**config.mk**
```make
export PLATFORM = sky130hd
export DESIGN_NAME = hdc_ram
export DESIGN_NICKNAME = d
export VERILOG_FILES = /design/src/hdc_ram.sv
export SDC_FILE = /design/constraint.sdc
export NUM_CORES = 2
export LEC_CHECK = 0
export BUFFER_PORTS_ARGS = -buffer_cell sky130_fd_sc_hd__buf_4
export CAP_MARGIN = 20
export CORE_MARGIN = 2
export CORE_UTILIZATION = 38
export CTS_BUF_LIST = sky130_fd_sc_hd__clkbuf_8
export DETAILED_ROUTE_END_ITERATION = 10
export GPL_TIMING_DRIVEN = 0
export PLACE_DENSITY_LB_ADDON = 0.15
export RECOVER_POWER = 25
export SYNTH_ARGS = -nofsm -noshare
export SYNTH_HDL_FRONTEND = slang
export SYNTH_SLANG_ARGS = --single-unit
export TNS_END_PERCENT = 1
```
**constraint.sdc**
```tcl
create_clock -name clk_i -period 2.5 [get_ports clk_i]
set_input_delay 0.5 -clock clk_i [delete_from_list [all_inputs] [get_ports clk_i]]
set_output_delay 0.5 -clock clk_i [all_outputs]
set_load 0.01 [all_outputs]
```
**src/hdc_ram.sv**
```systemverilog
module hdc_ram #(
  parameter int unsigned WIDTH = 8,
  parameter int unsigned DEPTH = 256
) (
  input  logic                     clk_i,
  input  logic                     we_i,
  input  logic [$clog2(DEPTH)-1:0] waddr_i,
  input  logic [WIDTH-1:0]         wdata_i,
  input  logic                     re_i,
  input  logic [$clog2(DEPTH)-1:0] raddr_i,
  output logic [WIDTH-1:0]         rdata_o
);

  logic [WIDTH-1:0] mem_q [DEPTH];
  logic [WIDTH-1:0] rdata_q;

  always_ff @(posedge clk_i) begin
    if (we_i) begin
      mem_q[waddr_i] <= wdata_i;
    end
    if (re_i) begin
      rdata_q <= mem_q[raddr_i];
    end
  end

  assign rdata_o = rdata_q;

endmodule

```
==> run_results.csv <==
group,metric,value,unit
timing,post-route-worst-setup-slack,-279,ps
floorplan,starting_density_of_the_core,38.1,%
synthesis,synth_simple_gate_area_share,2.63,%
routing,via_per_instance_ratio,5.81,
synthesis,post_synth_xor_area_fraction,0,%
synthesis,syn_nets,3760,
synthesis,synth_async_sr_flop_share,0,%
pwr,ir_worst_vdd,0.566,mV
cts,numCtsBuffers,364,
floorplan,floorplan.die.height,462,µm
cts,clock_sinks,2056,
worst_setup_path,rrSetupSlack,-100,ps
placement,dp_cells,6618,
routing,routed-via-count,42100,
routing,total_wire_length_after_detailed_routing,267000,µm
timing,finish_stage_setup_viols,651,
synthesis,synth.top_cell.area_share,77.5,%
synthesis,seq_total_area_yosys,77.5,%
cts,cts.reportedPaths.clkPinSlew,60,ps
routing,drc_errors,0,
synthesis,synth_flop_cell,"edfxtp_1",
timing,finalHoldWorstSlack,349,ps
synthesis,synth.mux.area_fraction,14.6,%
worst_setup_path,worst-endpoint-arrival,3670,ps
timing,slew_violations,549,
grt,grt_start_max_net_pins,147,
grt,first_global_vias,42200,
synthesis,synth-compound-area-share,3.42,%
cells_and_area,final_area,0.0922,mm²
worst_setup_path,cell_at_the_slowest_stage_of_the_critical_path,"or3b_2",
cts,clk_root_buffer_cell,"clkbuf_8",
cells_and_area,drive_above_1_share,31.5,%
synthesis,average_cell_area_after_synthesis,21.3,µm²
grt,gr-usage-all-layers,25.0,%
synthesis,synth_cell_type_count,54,
timing,hold_viol,0,
worst_setup_path,worstSetupEndpointType,"flop",
placement,dp_hpwl,176000,µm
worst_setup_path,timing.setup.critical_path_class,"primary input to flop",
routing,route.antenna.remaining_nets,0,
synthesis,synth_top_family_by_area,"multiplexers",
pwr,p_total,70.3,mW
worst_setup_path,dominant_cell_type_by_count_on_the_critical_path,"buf_4",
worst_hold_path,min_path_type,"primary input to flop",
cts,clock_latency,1060,ps
synthesis,synth_top_cell_by_area,"edfxtp_1",
floorplan,floorplan.die_area,0.213,mm²
cts,htree_num_levels,5,
synthesis,yosys-top-cells-area,"edfxtp_1, mux4_2, mux2i_1, nor2_1, a22oi_1",
floorplan,die_w,462,µm
worst_setup_path,max_stage_delay,610,ps
timing,post-route-period-util,111,%
pwr,p_leak,28.6,nW
floorplan,pin_count,35,
floorplan,num_rows,168,
cells_and_area,final_core_util,44.1,%
timing,slew_headroom,-51.1,%
worst_setup_path,timing.critical_path.cells,"buf_4 -> buf_4 -> or3b_2 -> clkbuf_2 -> o221ai_1 -> a21oi_1 -> a21oi_1 -> nor3_4 -> nor4_2 -> buf_4",
timing,skew,63.6,ps
cells_and_area,area_growth_syn_to_layout,15.8,%
placement,gp_congestion,0.952,
synthesis,number_of_enable_type_register_cells_in_the_synthesized_netlist,2056,
grt,grt_pass1_wl,360000,µm
synthesis,syn-instance-count,3733,
flow_run,max_cap_viol_count,4,
cts,cts_buffer_depth,4,
pwr,power_density,762,mW/mm²
synthesis,synth_area,0.0796,mm²
timing,tightestPinTransition,2270,ps
timing,rsz0062_at_grt,"true",
synthesis,synth-warning-count,0,
routing,first_iter_violations,5248,
synthesis,synth-seq-cells,2056,
placement,post_dp_cell_area,0.0844,mm²
cells_and_area,post_layout_nonfiller_instances,7247,
floorplan,area_of_the_core_region,0.209,mm²
synthesis,synthAdderAreaFrac,0,%
worst_setup_path,path_max_fanout,10,
cts,tritoncts_clock_tree,"yes",
status,run_status,"complete, but fails checks",
grt,grt_antenna_before_repair,14,
worst_setup_path,worst_ep_required,3390,ps
routing,drt_first_pass_iters,5,
timing,timing.final.crit_period,2780,ps
cells_and_area,nets,4216,
placement,port_buffers,27,
status,violations,"capacitance limit, slew limit, setup timing",
grt,total_global_routing_overflow,0,
worst_setup_path,timing.critical_path.from_type,"primary input",
timing,highest_clock_frequency_the_design_can_meet,360,MHz
routing,route.detailed.wl_per_inst,36.8,µm
cell usage after synthesis, types with 2 or more instances:
| cell type | instances |
|---|---|
| edfxtp_1 | 2056 |
| mux4_2 | 454 |
| nor2_1 | 282 |
| mux2i_1 | 134 |
| a22oi_1 | 133 |
| clkbuf_1 | 111 |
| a21oi_1 | 96 |
| o221ai_1 | 46 |
| nand3_1 | 34 |
| nand2_1 | 33 |
| buf_2 | 31 |
| nor2b_1 | 31 |
| o22ai_1 | 28 |
| buf_4 | 27 |
| nor4_1 | 24 |
| buf_1 | 22 |
| nor3_1 | 22 |
| buf_6 | 21 |
| a211oi_1 | 16 |
| a221oi_1 | 13 |
| buf_8 | 13 |
| nand4_1 | 10 |
| o211ai_1 | 10 |
| o21ai_0 | 10 |
| a22o_1 | 8 |
| buf_12 | 8 |
| nand2b_1 | 8 |
| and2_1 | 6 |
| o22a_1 | 5 |
| o32ai_1 | 4 |
| or2_2 | 4 |
| nor4_2 | 3 |
| a2111oi_0 | 2 |
| a2111oi_1 | 2 |
| a311oi_1 | 2 |
| a31oi_1 | 2 |
| and3b_1 | 2 |
| mux4_1 | 2 |
| nand3b_1 | 2 |
| o21ai_1 | 2 |
placed cells by master, fill, tap and decap left out, types with 11 or more instances in the layout:
cell type  count
edfxtp_1    2056
mux4_2       455
clkbuf_8     379
mux2i_1      134
a22oi_1      127
nor2_2       123
nor2_1       117
inv_1        113
clkinv_1      92
a21oi_1       85
buf_4         71
clkbuf_1      46
o221ai_1      46
nor2_4        42
clkbuf_2      40
buf_8         35
clkinv_2      34
nand2_1       33
buf_6         30
buf_2         30
nand3_1       30
o22ai_1       27
nor2b_1       24
clkbuf_4      18
buf_16        15
buf_12        14
nor4_2        14
a21oi_2       11
nor4_4        11
logic make-up after synthesis:
family	Yosys count
DFF	2056
and+or+nand+nor	466
muxes	591
AOI/OAI and AO/OA	385
buffers and inverters	235
flip-flops by register name, summed over array words and instances, names as in the netlist:
name / flops
mem_q: 2048
rdata_o: 8
what timing repair did:
item	4_1_cts	5_1_grt
buffers inserted	2	0
pin swaps	14	2
gates resized for setup	371	102
endpoints found under the setup margin	1092	1101
hold buffers	9	0
endpoints found under the hold margin	343	0
power breakdown:
part           switching (mW)  internal [mW]
Sequential             0.0206           38.1
Clock                    13.8           13.8
Combinational            3.17           1.45
worst paths after layout:
kind,endpoint,from,cells after the start
worst max-delay path,rdata_o[4]$_DFFE_PP_,raddr_i[2],10
worst min-delay path,mem_q[189][3]$_DFFE_PP_,waddr_i[4],3
worst max register to register,rdata_o[6]$_DFFE_PP_,mem_q[83][6]$_DFFE_PP_,6
worst min register to register,rdata_o[4]$_DFFE_PP_,mem_q[51][4]$_DFFE_PP_,6
layout make-up:
class	count	area [µm²]
multi-input cells	1442	17800
clock buffers	370	5090
inverters	2	7.51
fillers	18200	117000
plain buffers	229	1880
well taps	2805	3510
clock inverters	244	1030
diodes	5	12.5
repair buffers	94	1120
flip-flops and latches	2056	61700
critical path, delay by kind of cell:
| family | cells | cell delay, ps |
|---|---|---|
| buffers and inverters | 4 | 1040 |
| AO/OA/AOI/OAI | 3 | 1110 |
| AND/OR/NAND/NOR | 3 | 970 |
layer usage:
| metal | global-route usage (%) | up-vias | wire length (µm) | part of all wire [%] |
|---|---|---|---|---|
| met5 | 0.0679 | - | 42 | 0.016 |
| met4 | 9.68 | 6 | 10900 | 4.1 |
| met1 | 34.1 | 22800 | 109000 | 41 |
| met3 | 6.12 | 502 | 22800 | 8.5 |
| met2 | 38.8 | 2115 | 124000 | 46 |
| li1 | - | 16700 | - | - |
through the flow:
step / setup TNS (ps) / setup slack, ps
6_report: -36980 / -279
5_1_grt: -24330 / -222
4_1_cts: -22010 / -273
3_5_place_dp: -2256010 / -2870
3_3_place_gp: -3979110 / -3970
2_1_floorplan: -4.96 / -4.96
Note: power is estimated with default switching activity, not from simulation.
